==> src/sqmr_pkg.sv <==
package sqmr_pkg;

    // Field widths
    localparam int DATA_W     = 32;
    localparam int SIZE_W     = 4;
    localparam int TURN_W     = 2;
    localparam int CFG_IDX_W  = 1;
    localparam int CFG_DATA_W = 4;

    // Default largest matrix side
    localparam int MAX_SIZE_DEF = 8;

    // Configuration register indexes
    localparam logic [CFG_IDX_W-1:0] REG_MATRIX_SIZE   = 1'd0;
    localparam logic [CFG_IDX_W-1:0] REG_QUARTER_TURNS = 1'd1;

    // Configuration reset values
    localparam logic [SIZE_W-1:0] SIZE_RESET  = 4'd8;
    localparam logic [TURN_W-1:0] TURNS_RESET = 2'd0;

    // Clockwise quarter-turn codes
    localparam logic [TURN_W-1:0] TURN_0 = 2'd0;
    localparam logic [TURN_W-1:0] TURN_1 = 2'd1;
    localparam logic [TURN_W-1:0] TURN_2 = 2'd2;
    localparam logic [TURN_W-1:0] TURN_3 = 2'd3;

    // Commands from controller to datapath
    typedef struct packed {
        logic wr_en;
        logic rd_en;
        logic rd_last;
    } t_ctrl_cmd;

endpackage

==> src/sqmr_in_if.sv <==
interface sqmr_in_if;
    logic                                valid;
    logic                                ready;
    logic signed [sqmr_pkg::DATA_W-1:0] element_value;

    modport source (output valid, output element_value, input ready);
    modport sink   (input valid, input element_value, output ready);
endinterface

==> src/sqmr_out_if.sv <==
interface sqmr_out_if;
    logic                                valid;
    logic                                ready;
    logic signed [sqmr_pkg::DATA_W-1:0] rotated_value;
    logic                                last_of_run;

    modport source (output valid, output rotated_value, output last_of_run, input ready);
    modport sink   (input valid, input rotated_value, input last_of_run, output ready);
endinterface

==> src/sqmr_ctrl.sv <==
module sqmr_ctrl #(
    parameter int MAX_SIZE = sqmr_pkg::MAX_SIZE_DEF
) (
    input  logic                                       i_clk,
    input  logic                                       i_rst_n,
    input  logic                                       i_in_valid,
    output logic                                       o_in_ready,
    input  logic [sqmr_pkg::SIZE_W-1:0]                i_cfg_size,
    input  logic [sqmr_pkg::TURN_W-1:0]                i_cfg_turns,
    input  logic                                       i_stall,
    output sqmr_pkg::t_ctrl_cmd                        o_cmd,
    output logic [((MAX_SIZE > 1) ? $clog2(MAX_SIZE*MAX_SIZE) : 1)-1:0] o_wr_addr,
    output logic [((MAX_SIZE > 1) ? $clog2(MAX_SIZE) : 1)-1:0]          o_rd_row,
    output logic [((MAX_SIZE > 1) ? $clog2(MAX_SIZE) : 1)-1:0]          o_rd_col,
    output logic [sqmr_pkg::SIZE_W-1:0]                o_size,
    output logic [sqmr_pkg::TURN_W-1:0]                o_turns
);

    localparam int SW  = sqmr_pkg::SIZE_W;
    localparam int TW  = 2 * SW;
    localparam int AW  = (MAX_SIZE > 1) ? $clog2(MAX_SIZE * MAX_SIZE) : 1;
    localparam int CW  = (MAX_SIZE > 1) ? $clog2(MAX_SIZE) : 1;
    localparam int LCW = $clog2(MAX_SIZE * MAX_SIZE + 1);

    localparam logic ST_LOAD = 1'b0;
    localparam logic ST_EMIT = 1'b1;

    logic                           r_state, n_state;
    logic [LCW-1:0]                 r_load_cnt, n_load_cnt;
    logic [CW-1:0]                  r_row, n_row;
    logic [CW-1:0]                  r_col, n_col;
    logic [SW-1:0]                  r_size, n_size;
    logic [sqmr_pkg::TURN_W-1:0]    r_turns, n_turns;

    logic [SW-1:0]  sz;
    logic [TW-1:0]  total;
    logic           wrap;
    logic [LCW-1:0] base;
    logic [LCW-1:0] cnt_next;
    logic           load_done;
    logic           accept;
    logic [SW-1:0]  size_m1;
    logic [CW-1:0]  last_idx;
    logic           row_end;
    logic           col_end;

    // Clamp the configured size to 1..MAX_SIZE
    always_comb begin
        priority if (i_cfg_size == '0) begin
            sz = SW'(1);
        end else if (i_cfg_size > SW'(MAX_SIZE)) begin
            sz = SW'(MAX_SIZE);
        end else begin
            sz = i_cfg_size;
        end
    end

    // Load bookkeeping: restart at entry 0 if the count is already past the end
    assign total     = TW'(sz) * TW'(sz);
    assign wrap      = TW'(r_load_cnt) >= total;
    assign base      = wrap ? '0 : r_load_cnt;
    assign cnt_next  = base + LCW'(1);
    assign load_done = TW'(cnt_next) == total;
    assign accept    = i_in_valid && (r_state == ST_LOAD);

    // Emission scan limits
    assign size_m1  = r_size - SW'(1);
    assign last_idx = size_m1[CW-1:0];
    assign col_end  = r_col == last_idx;
    assign row_end  = r_row == last_idx;

    always_comb begin
        n_state    = r_state;
        n_load_cnt = r_load_cnt;
        n_row      = r_row;
        n_col      = r_col;
        n_size     = r_size;
        n_turns    = r_turns;
        o_cmd      = '0;

        unique case (r_state)
            ST_LOAD: begin
                if (accept) begin
                    o_cmd.wr_en = 1'b1;
                    if (load_done) begin
                        n_load_cnt = '0;
                        n_row      = '0;
                        n_col      = '0;
                        n_size     = sz;
                        n_turns    = i_cfg_turns;
                        n_state    = ST_EMIT;
                    end else begin
                        n_load_cnt = cnt_next;
                    end
                end
            end
            ST_EMIT: begin
                // Issue one store read per cycle while the output moves
                if (!i_stall) begin
                    o_cmd.rd_en   = 1'b1;
                    o_cmd.rd_last = row_end && col_end;
                    if (col_end) begin
                        n_col = '0;
                        if (row_end) begin
                            n_state = ST_LOAD;
                        end else begin
                            n_row = r_row + CW'(1);
                        end
                    end else begin
                        n_col = r_col + CW'(1);
                    end
                end
            end
            default: begin
                n_state = ST_LOAD;
            end
        endcase
    end

    // Control state
    always_ff @(posedge i_clk) begin
        if (!i_rst_n) begin
            r_state    <= ST_LOAD;
            r_load_cnt <= '0;
        end else begin
            r_state    <= n_state;
            r_load_cnt <= n_load_cnt;
        end
    end

    // Scan position and latched geometry
    always_ff @(posedge i_clk) begin
        r_row   <= n_row;
        r_col   <= n_col;
        r_size  <= n_size;
        r_turns <= n_turns;
    end

    assign o_in_ready = r_state == ST_LOAD;
    assign o_wr_addr  = base[AW-1:0];
    assign o_rd_row   = r_row;
    assign o_rd_col   = r_col;
    assign o_size     = r_size;
    assign o_turns    = r_turns;

endmodule

==> src/sqmr_datapath.sv <==
module sqmr_datapath #(
    parameter int MAX_SIZE = sqmr_pkg::MAX_SIZE_DEF
) (
    input  logic                                       i_clk,
    input  logic                                       i_rst_n,
    input  sqmr_pkg::t_ctrl_cmd                        i_cmd,
    input  logic [((MAX_SIZE > 1) ? $clog2(MAX_SIZE*MAX_SIZE) : 1)-1:0] i_wr_addr,
    input  logic signed [sqmr_pkg::DATA_W-1:0]         i_wr_data,
    input  logic [((MAX_SIZE > 1) ? $clog2(MAX_SIZE) : 1)-1:0]          i_rd_row,
    input  logic [((MAX_SIZE > 1) ? $clog2(MAX_SIZE) : 1)-1:0]          i_rd_col,
    input  logic [sqmr_pkg::SIZE_W-1:0]                i_size,
    input  logic [sqmr_pkg::TURN_W-1:0]                i_turns,
    input  logic                                       i_out_ready,
    output logic                                       o_out_valid,
    output logic signed [sqmr_pkg::DATA_W-1:0]         o_out_data,
    output logic                                       o_out_last,
    output logic                                       o_stall
);

    localparam int SW    = sqmr_pkg::SIZE_W;
    localparam int DW    = sqmr_pkg::DATA_W;
    localparam int AW    = (MAX_SIZE > 1) ? $clog2(MAX_SIZE * MAX_SIZE) : 1;
    localparam int CW    = (MAX_SIZE > 1) ? $clog2(MAX_SIZE) : 1;
    localparam int DEPTH = MAX_SIZE * MAX_SIZE;
    localparam int PW    = CW + SW + 1;

    logic signed [DW-1:0] r_mem [DEPTH];
    logic signed [DW-1:0] r_rd_data;
    logic                 r_rd_last;
    logic                 r_rd_vld;
    logic signed [DW-1:0] r_out_data;
    logic                 r_out_last;
    logic                 r_out_vld;

    logic [SW-1:0] size_m1;
    logic [CW-1:0] last_idx;
    logic [CW-1:0] src_row;
    logic [CW-1:0] src_col;
    logic [PW-1:0] src_full;
    logic [AW-1:0] rd_addr;
    logic          stall;

    // Map output position to source position for the turn count
    assign size_m1  = i_size - SW'(1);
    assign last_idx = size_m1[CW-1:0];

    always_comb begin
        unique case (i_turns)
            sqmr_pkg::TURN_1: begin
                src_row = last_idx - i_rd_col;
                src_col = i_rd_row;
            end
            sqmr_pkg::TURN_2: begin
                src_row = last_idx - i_rd_row;
                src_col = last_idx - i_rd_col;
            end
            sqmr_pkg::TURN_3: begin
                src_row = i_rd_col;
                src_col = last_idx - i_rd_row;
            end
            default: begin
                src_row = i_rd_row;
                src_col = i_rd_col;
            end
        endcase
    end

    assign src_full = PW'(src_row) * PW'(i_size) + PW'(src_col);
    assign rd_addr  = src_full[AW-1:0];

    // Hold the whole read pipe while the output beat waits
    assign stall = r_out_vld && !i_out_ready;

    // Element store: one write, one registered read
    always_ff @(posedge i_clk) begin
        if (i_cmd.wr_en) begin
            r_mem[i_wr_addr] <= i_wr_data;
        end
        if (i_cmd.rd_en) begin
            r_rd_data <= r_mem[rd_addr];
            r_rd_last <= i_cmd.rd_last;
        end
    end

    // Pipe valids
    always_ff @(posedge i_clk) begin
        if (!i_rst_n) begin
            r_rd_vld  <= 1'b0;
            r_out_vld <= 1'b0;
        end else if (!stall) begin
            r_rd_vld  <= i_cmd.rd_en;
            r_out_vld <= r_rd_vld;
        end
    end

    // Output register payload
    always_ff @(posedge i_clk) begin
        if (!stall) begin
            r_out_data <= r_rd_data;
            r_out_last <= r_rd_last;
        end
    end

    assign o_out_valid = r_out_vld;
    assign o_out_data  = r_out_data;
    assign o_out_last  = r_out_last;
    assign o_stall     = stall;

endmodule

==> src/square_matrix_quarter_rotate.sv <==
// Square matrix quarter-turn rotator.
// i_elem carries matrix elements in row-major order, one beat per element;
// o_rot returns the rotated matrix in row-major order with last_of_run set
// on its final beat. Both channels use a valid/ready handshake.
// The i_cfg port writes matrix_size (index 0, 1..MAX_SIZE, 0 acts as 1 and
// larger values as MAX_SIZE) and quarter_turns (index 1, clockwise turns).
// Loading takes one element per cycle. After the final element of a matrix
// the result beats follow, one beat per cycle while the receiver does not
// stall, size*size beats in all, each read from the element store through a
// remapped address and passed through the store read register and the output
// register. i_elem.ready stays low while store reads are issued; the next
// matrix load overlaps the last two output beats.
// When the receiver stalls, the output register and the store read stage
// hold and no further reads are issued.
// Reset clears the load count and sets matrix_size to 8 and quarter_turns
// to 0; store contents are undefined until loaded.
module square_matrix_quarter_rotate #(
    parameter int MAX_SIZE = sqmr_pkg::MAX_SIZE_DEF
) (
    input  logic                                i_clk,
    input  logic                                i_rst_n,
    input  logic                                i_cfg_we,
    input  logic [sqmr_pkg::CFG_IDX_W-1:0]      i_cfg_idx,
    input  logic [sqmr_pkg::CFG_DATA_W-1:0]     i_cfg_data,
    sqmr_in_if.sink                             i_elem,
    sqmr_out_if.source                          o_rot
);

    localparam int AW = (MAX_SIZE > 1) ? $clog2(MAX_SIZE * MAX_SIZE) : 1;
    localparam int CW = (MAX_SIZE > 1) ? $clog2(MAX_SIZE) : 1;

    logic [sqmr_pkg::SIZE_W-1:0] r_cfg_size;
    logic [sqmr_pkg::TURN_W-1:0] r_cfg_turns;

    sqmr_pkg::t_ctrl_cmd         cmd;
    logic [AW-1:0]               wr_addr;
    logic [CW-1:0]               rd_row;
    logic [CW-1:0]               rd_col;
    logic [sqmr_pkg::SIZE_W-1:0] emit_size;
    logic [sqmr_pkg::TURN_W-1:0] emit_turns;
    logic                        stall;
    logic                        in_ready;

    // Configuration registers
    always_ff @(posedge i_clk) begin
        if (!i_rst_n) begin
            r_cfg_size  <= sqmr_pkg::SIZE_RESET;
            r_cfg_turns <= sqmr_pkg::TURNS_RESET;
        end else if (i_cfg_we) begin
            unique case (i_cfg_idx)
                sqmr_pkg::REG_MATRIX_SIZE: begin
                    r_cfg_size <= i_cfg_data[sqmr_pkg::SIZE_W-1:0];
                end
                sqmr_pkg::REG_QUARTER_TURNS: begin
                    r_cfg_turns <= i_cfg_data[sqmr_pkg::TURN_W-1:0];
                end
                default: begin
                end
            endcase
        end
    end

    sqmr_ctrl #(
        .MAX_SIZE (MAX_SIZE)
    ) u_ctrl (
        .i_clk       (i_clk),
        .i_rst_n     (i_rst_n),
        .i_in_valid  (i_elem.valid),
        .o_in_ready  (in_ready),
        .i_cfg_size  (r_cfg_size),
        .i_cfg_turns (r_cfg_turns),
        .i_stall     (stall),
        .o_cmd       (cmd),
        .o_wr_addr   (wr_addr),
        .o_rd_row    (rd_row),
        .o_rd_col    (rd_col),
        .o_size      (emit_size),
        .o_turns     (emit_turns)
    );

    sqmr_datapath #(
        .MAX_SIZE (MAX_SIZE)
    ) u_datapath (
        .i_clk       (i_clk),
        .i_rst_n     (i_rst_n),
        .i_cmd       (cmd),
        .i_wr_addr   (wr_addr),
        .i_wr_data   (i_elem.element_value),
        .i_rd_row    (rd_row),
        .i_rd_col    (rd_col),
        .i_size      (emit_size),
        .i_turns     (emit_turns),
        .i_out_ready (o_rot.ready),
        .o_out_valid (o_rot.valid),
        .o_out_data  (o_rot.rotated_value),
        .o_out_last  (o_rot.last_of_run),
        .o_stall     (stall)
    );

    assign i_elem.ready = in_ready;

endmodule
==> src/flat_wrapper.sv <==
// flat-port wrapper written by rule: the top's interface ports become plain ports
module square_matrix_quarter_rotate_flat 
#(
    parameter int MAX_SIZE = sqmr_pkg::MAX_SIZE_DEF
)
  (i_clk, i_rst_n, i_cfg_we, i_cfg_idx, i_cfg_data, i_elem_valid, i_elem_element_value, i_elem_ready, o_rot_valid, o_rot_rotated_value, o_rot_last_of_run, o_rot_ready);
  sqmr_in_if i_elem_i ();
  sqmr_out_if o_rot_i ();
  input  logic i_clk;
  input  logic i_rst_n;
  input  logic i_cfg_we;
  input  logic [sqmr_pkg::CFG_IDX_W-1:0] i_cfg_idx;
  input  logic [sqmr_pkg::CFG_DATA_W-1:0] i_cfg_data;
  input wire logic [$bits(i_elem_i.valid)-1:0] i_elem_valid;
  input wire logic [$bits(i_elem_i.element_value)-1:0] i_elem_element_value;
  output wire logic [$bits(i_elem_i.ready)-1:0] i_elem_ready;
  output wire logic [$bits(o_rot_i.valid)-1:0] o_rot_valid;
  output wire logic [$bits(o_rot_i.rotated_value)-1:0] o_rot_rotated_value;
  output wire logic [$bits(o_rot_i.last_of_run)-1:0] o_rot_last_of_run;
  input wire logic [$bits(o_rot_i.ready)-1:0] o_rot_ready;
  assign i_elem_i.valid = i_elem_valid;
  assign i_elem_i.element_value = i_elem_element_value;
  assign i_elem_ready = i_elem_i.ready;
  assign o_rot_valid = o_rot_i.valid;
  assign o_rot_rotated_value = o_rot_i.rotated_value;
  assign o_rot_last_of_run = o_rot_i.last_of_run;
  assign o_rot_i.ready = o_rot_ready;
  square_matrix_quarter_rotate #(.MAX_SIZE(MAX_SIZE)) u_core (.i_clk(i_clk), .i_rst_n(i_rst_n), .i_cfg_we(i_cfg_we), .i_cfg_idx(i_cfg_idx), .i_cfg_data(i_cfg_data), .i_elem(i_elem_i), .o_rot(o_rot_i));
endmodule
==> config.mk <==
export PLATFORM = sky130hd
export DESIGN_NAME = square_matrix_quarter_rotate_flat
export DESIGN_NICKNAME = d
export VERILOG_FILES = /design/src/sqmr_pkg.sv /design/src/sqmr_in_if.sv /design/src/sqmr_out_if.sv /design/src/sqmr_ctrl.sv /design/src/sqmr_datapath.sv /design/src/square_matrix_quarter_rotate.sv /design/src/flat_wrapper.sv
export SDC_FILE = /design/constraint.sdc
export NUM_CORES = 2
export LEC_CHECK = 0
export ABC_AREA = 1
export BUFFER_PORTS_ARGS = -buffer_cell sky130_fd_sc_hd__buf_2
export CAP_MARGIN = 20
export CORE_MARGIN = 1
export CORE_UTILIZATION = 25
export CTS_CLUSTER_SIZE = 20
export DETAILED_ROUTE_END_ITERATION = 10
export HOLD_SLACK_MARGIN = 0.12
export PLACE_DENSITY_LB_ADDON = 0.08
export SLEW_MARGIN = 0
export SYNTH_ARGS = -nofsm -noshare
export SYNTH_HDL_FRONTEND = slang
export SYNTH_HIERARCHICAL = 1
export SYNTH_SLANG_ARGS = --single-unit
==> constraint.sdc <==
create_clock -name i_clk -period 8 [get_ports i_clk]
set_clock_uncertainty 0.05 [all_clocks]
set_input_delay 0.4 -clock i_clk [delete_from_list [all_inputs] [get_ports i_clk]]
set_output_delay 0.4 -clock i_clk [all_outputs]
set_load 0.01 [all_outputs]
### Yosys cells after proc, flatten, opt, wreduce, memory -nomap -nowiden

Memory sizes are Yosys's and may differ from the RTL's. A register that Yosys moved wholly into a read port is not among the register bits.
Cells that the tools add are included.

| operators by class | value |
|---|---|
| $add $sub $neg | 7 |
| multipliers | 2 |
| magnitude comparators | 2 |
| equality and inequality tests | 11 |
| mux-type cells | 27 |
| bitwise logic cells | 2 |
| reduce and logical (&&, ||, !) cells | 12 |

Operators with widths:

| cell | count |
|---|---|
| $mux W3 | 7 |
| $pmux W3 S3 | 2 |
| $mux W7 | 2 |
| $pmux W3 S2 | 2 |
| $mux W1 | 9 |
| $eq A7 B8 Y1 | 1 |
| $ge A7 B8 Y1 | 1 |
| $mul A4 B4 Y8 | 1 |
| $mux W4 | 2 |
| $add A7 B1 Y7 const B | 1 |
| $add A3 B1 Y3 const B | 2 |
| $add A6 B3 Y6 | 1 |
| $eq A3 B3 Y1 | 2 |
| $mul A3 B4 Y6 | 1 |
| $ne A2 B1 Y1 const B | 3 |
| $reduce_and A2 Y1 | 3 |
| $reduce_and A3 Y1 | 2 |
| $sub A3 B3 Y3 | 2 |
| $reduce_and A5 Y1 | 1 |
| $eq A2 B2 Y1 const B | 2 |
| $gt A4 B4 Y1 const B | 1 |
| $logic_not A4 Y1 | 1 |
| $mux W2 | 2 |
| $ne A2 B2 Y1 const B | 2 |
| other kinds (7) | 10 |

| storage, ports and cells | value |
|---|---|
| register bits after elaboration | 62 |
| memory bits (writable) | 2048 |
| input port bits | 42 |
| output and inout port bits | 35 |
| word-level logic and storage cells | 77 |
| memories kept | 1 |

Memories:

| name | depth | bits a word | rd ports | clocked after Yosys merged registers in | write ports | line | RTL |
|---|---|---|---|---|---|---|---|
| u_core.u_datapath.r_mem | 64 | 32 | 1 | 1 | 1 | sqmr_datapath.sv:27 | `logic signed [DW-1:0] r_mem [DEPTH];` |

### Logic depth before layout (Yosys ltp)

| logic depth | value |
|---|---|
| depth after elaboration | 11 |
| depth in mapped cells | 29 |
| gate-level depth less buffers | 29 |

### Modules after synthesis

The synthesis kept the hierarchy.

Modules (own cells, without submodules):

| module | instances | cells each | area each (um2) | seq. area each (um2) |
|---|---|---|---|---|
| sqmr_datapath | 1 | 7885 | 88078.2 | 63520.9 |
| sqmr_ctrl | 1 | 219 | 1622.8 | 520.5 |
| square_matrix_quarter_rotate | 1 | 35 | 251.5 | 120.1 |

### Least setup slack after synthesis

OpenSTA, ideal clock, no wires.

| timing | value |
|---|---|
| kind | reg2reg |
| start point | register u_core/r_cfg_size[1] (netlist name) |
| end point | memory u_core/u_datapath/r_mem[50][0] (netlist name), enable pin |
| data arrival time | 5.968 ns |
| slack | 1.480 ns |
| cell stages (with the launch flop) | 21 |
| path buffers | 1 |
| cell sequence | dfxtp_1 -> inv_1 -> nand2_1 -> a21oi_1 -> inv_1 -> nor2_1 -> inv_1 -> fa_1 -> xnor2_1 -> inv_1 -> ha_1 -> nand2_1 -> inv_1 -> nand2_1 -> nand2_1 -> nand2_4 -> nand2_2 -> nor2_1 -> clkbuf_1 -> inv_1 -> nor4_1 |

| on the way | value |
|---|---|
| longest elaborated chain between the ends | 6 |
| elaborated cells between the ends (all ways) | 7 |
| those cells by class | mul (1); order compare (2); mux (3); reduce/logical (1) |

Ends and longest elaborated chain:

| item | line | RTL |
|---|---|---|
| start, declared | square_matrix_quarter_rotate.sv:32 | `logic [sqmr_pkg::SIZE_W-1:0] r_cfg_size;` |
| start signal, assigned | square_matrix_quarter_rotate.sv:47 | `r_cfg_size <= sqmr_pkg::SIZE_RESET;` |
| start signal, assigned | square_matrix_quarter_rotate.sv:52 | `r_cfg_size <= i_cfg_data[sqmr_pkg::SIZE_W-1:0];` |
| $gt A4 B4 Y1 | sqmr_ctrl.sv:51 | `end else if (i_cfg_size > SW'(MAX_SIZE)) begin` |
| $mux W4 | sqmr_ctrl.sv:51 |  |
| $mux W4 (*) | sqmr_ctrl.sv:49 | `priority if (i_cfg_size == '0) begin` |
| via u_core.u_ctrl.sz[0] | sqmr_ctrl.sv:35 | `logic [SW-1:0] sz;` |
| $mul A4 B4 Y8 (*) | sqmr_ctrl.sv:59 | `assign total = TW'(sz) * TW'(sz);` |
| $ge A7 B8 Y1 (*) | sqmr_ctrl.sv:60 | `assign wrap = TW'(r_load_cnt) >= total;` |
| $mux W7 (*) | sqmr_ctrl.sv:61 | `assign base = wrap ? '0 : r_load_cnt;` |
| via u_core.wr_addr[1] | square_matrix_quarter_rotate.sv:36 | `logic [AW-1:0] wr_addr;` |
| end, declared | sqmr_datapath.sv:27 |  |

The timed path passes the listed nets; every way through them passes the cells marked *.

### Worst setup path in the final report

| timing | value |
|---|---|
| start point | register u_core.u_ctrl.r_size[0], in the netlist u_core/u_ctrl/o_size[0] |
| end point | register u_core.u_datapath.r_rd_data[30], read port of u_core.u_datapath.r_mem (data pin) |

| on the way | value |
|---|---|
| longest elaborated chain between the ends | 5 |
| elaborated cells between the ends (all ways) | 7 |
| those cells by class | add/sub (4); mul (1); mux (2) |

Ends and longest elaborated chain:

| item | line | RTL |
|---|---|---|
| start, declared | sqmr_ctrl.sv:32 | `logic [SW-1:0] r_size, n_size;` |
| start signal, assigned | sqmr_ctrl.sv:135 | `r_size <= n_size;` |
| $sub A3 B1 Y3 | sqmr_datapath.sv:44 | `assign size_m1 = i_size - SW'(1);` |
| $sub A3 B3 Y3 (on tied branches) | -- |  |
| $pmux W3 S3 | sqmr_datapath.sv:48 | `unique case (i_turns)` |
| $mul A3 B4 Y6 | sqmr_datapath.sv:68 | `assign src_full = PW'(src_row) * PW'(i_size) + PW'(src_col);` |
| $add A6 B3 Y6 (*) | sqmr_datapath.sv:68 |  |
| end, declared | sqmr_datapath.sv:28 | `logic signed [DW-1:0] r_rd_data;` |

Mark *: on every way between the ends. The rest lies on a longest branch, timed or not.
A chain may end at the register's enable or synchronous reset.

==> metrics <==
Max Root-Sink Buffers 4; final period utilization approximately 80%; most frequent cells in the layout edfxtp_1, nand2_1, nand3_1; H-tree levels 5; aggregate global routing overflow 0; first-pass GRT wire length 444600 um; FF-to-FF Start u_core/u_ctrl/o_size[0]; peak supply drop 0.1344 mV; Cell Pwr Density around 230 nW/um^2; initial core utilization between 20% and 30%; crit end category flip-flop; Tmin final about 6.4 ns; RSZ-0062 raised after global routing no; via count 58.86k; port bufs 76; Hold Fails Final Rpt 0; DIE WIDTH 601.8 um; # fillers 36.72k; WS Path Type reg -> reg; Gate power share 3.3%; Worst-Skew Late Latency approximately 0.89 ns; Reg power frac 50.5%; hpwl dp 167400 um; Final ANT Viol Nets 0; final WL ~310000 um; Yosys top cell area share between 70% and 80%; Multi-input gate area 21410 sq um; DRT iter0 DRCs 4500; WL per Instance approximately 24 um; hold_buf cts 42; Top Ports 77; standard-cell row count between 200 and 250; Die H 601.8 um; Syn. warnings 6; Setup Buffers After CTS 0; largest net degree at the start of global routing 170; CTS tree yes; GRT Total Usage ~17%; post-layout util 29.40%; Synth Area per Inst between 10 and 15 sq um; Psw 5.464 mW; critical path data required time around 8.6 ns; Non-Filler Instances 13.23k; Post-synth EDFFs approximately 2.1k; post_cts resized 0; Max Slew Vio Count 0; maximum capacitance violations 0; DR vias/cell between 4 and 5; async set or reset register ratio after synthesis 0%; Setup crit start kind flip-flop; clock buffer count from CTS around 270; CORE AREA 357000 sq um; drt pass-1 iters 7; Setup TNS 0 ns; status complete, no violations; area of the mapped netlist about 90000 sq um; Slew HR around a quarter; P&R area growth vs syn 16.68%; Clock Power Share between 40% and 50%; DRC viols 0; worst hold start i_elem_element_value[30]; largest cells by area after synthesis edfxtp_1, nand2_1, nand3_1; most common cell after layout, fill and taps aside edfxtp_1; P_leak 39.09 nW; worst-margin pin slew 1.112 ns; Crit path arrival time just under 7 ns; vias in the first global route 58.52k; die area 362200 sq um; share of cells above drive strength 1 just over 8%; #FFs+latches synth between 2k and 2.5k; CTS Root Cell clkbuf_16; clk slew on worst S/H paths ~0.050 ns; placer congestion estimate 0.7539; initial antenna violation count 21; Critical Path Source u_core/u_ctrl/o_size[0]; Synth area leader edfxtp_1; number of distinct library cells after synthesis 40; Sink Count about 2.1k; Min-Delay Path Class in -> reg; register area share after synthesis 71.33%; Max Fclk between 150 and 200 MHz; Inst Count DP between 10k and 15k; Int Power 19.09 mW; Synth Flop Type edfxtp_1; CP Max Fanout 33; switching part of the total 22.25%; register area 64160 sq um; Post-Synthesis Cells around 8.1k; Final Net Count 8337; final setup fails 0
per-stage QoR:
stage	hold WS, ns	area [sq um]	worst slack, ns	power (mW)
2_1_floorplan	0.3503	89960	1.480	12.94
3_3_place_gp	0.3649	96480	1.522	13.42
3_5_place_dp	0.3612	96520	1.572	13.42
4_1_cts	0.1225	104900	1.539	24.94
5_1_grt	0.1850	104900	1.197	25.38
6_report	0.1771	105000	1.631	24.55
power groups by stage:
stage               Sequential [mW]  Clock, mW  Combinational, mW
detailed placement             12.6          0              0.800
finish                         12.4       11.4              0.800
global route                   12.4       12.1              0.878
CTS                            12.4       11.7              0.818
floorplan                      12.6          0              0.323
global placement               12.6          0              0.800
logic make-up (layout without fill, tap and decap cells):
| kind of cell | Yosys count | count (layout) | synth area share, % |
|---|---|---|---|
| buffers and inverters | 1186 | 1501 | 5.472 |
| adders and majority gates | 32 | 32 | 0.5035 |
| AOI/OAI and AO/OA | 574 | 574 | 3.366 |
| DFF | 2142 | 2142 | 71.33 |
| other | 1 | 30 | 0.004169 |
| and+or+nand+nor | 4185 | 4185 | 19.13 |
| xor gates and xnor gates | 19 | 19 | 0.2003 |
layout make-up:
class | count | area share [%]
timing repair buffer | 309 | 2.511
clock buffer | 338 | 6.843
antenna | 28 | 0.06676
sequential | 2142 | 61.13
inverter | 731 | 2.652
clock inverter | 123 | 0.7319
tap | 4751 | 5.664
multi-input combinational | 4812 | 20.40
metal layers:
metal / up-vias / share of wire [%] / global-route usage [%]
met5: - / 0 / 0
met4: 0 / 2.8 / 4.900
met3: 414 / 3.7 / 1.927
met2: 1072 / 46 / 27.49
met1: 29569 / 47 / 23.60
li1: 27802 / - / -
worst paths after layout:
| kind | to | cells past startpoint | slack (ns) |
|---|---|---|---|
| max reg2reg | u_core/u_datapath/r_rd_data[30] | 22 | 1.63 |
| max | u_core/u_datapath/r_rd_data[30] | 22 | 1.63 |
| min reg2reg | u_core/u_datapath/o_out_data[29] | 0 | 0.37 |
| min | u_core/u_datapath/r_mem[22][30] | 2 | 0.18 |
synth_stat cells (12+ instances only):
cell	n
a21oi_1	18
buf_1	59
buf_2	188
buf_4	14
buf_6	24
clkbuf_1	170
dfxtp_1	16
edfxtp_1	2126
ha_1	25
inv_1	724
nand2_1	2064
nand3_1	1068
nand4_1	12
nor2_1	1015
o211ai_1	52
o21ai_0	495
registers in the layout (all words and copies together) (netlist names), 2 cells and up:
signal and cells:
u_core/r_cfg_turns 2, u_core/u_datapath/r_rd_data 32, u_core/u_ctrl/o_size 4, u_core/u_datapath/r_mem 2048, u_core/u_ctrl/r_load_cnt 7, u_core/u_ctrl/o_rd_col 3, u_core/u_ctrl/o_turns 2, u_core/r_cfg_size 4
u_core/u_ctrl/o_rd_row 3, u_core/u_datapath/o_out_data 32
critical path: stages (launching register included):
cell,delay [ns]
edfxtp_1,0.48
inv_1,0.14
ha_1,0.36
fa_1,0.49
inv_1,0.05
nand2_1,0.05
o311ai_0,0.16
a21oi_1,0.32
nor2_1,0.10
fa_1,0.52
inv_1,0.05
fa_1,0.49
inv_1,0.07
fa_4,0.47
nand3_1,0.10
nand2_1,0.06
nand2_1,0.06
nand2_1,0.06
nand4_1,0.11
buf_4,0.55
nand2_2,0.73
nand2_1,0.49
nand2_1,0.08
Note: power is estimated with default switching activity, not from simulation.
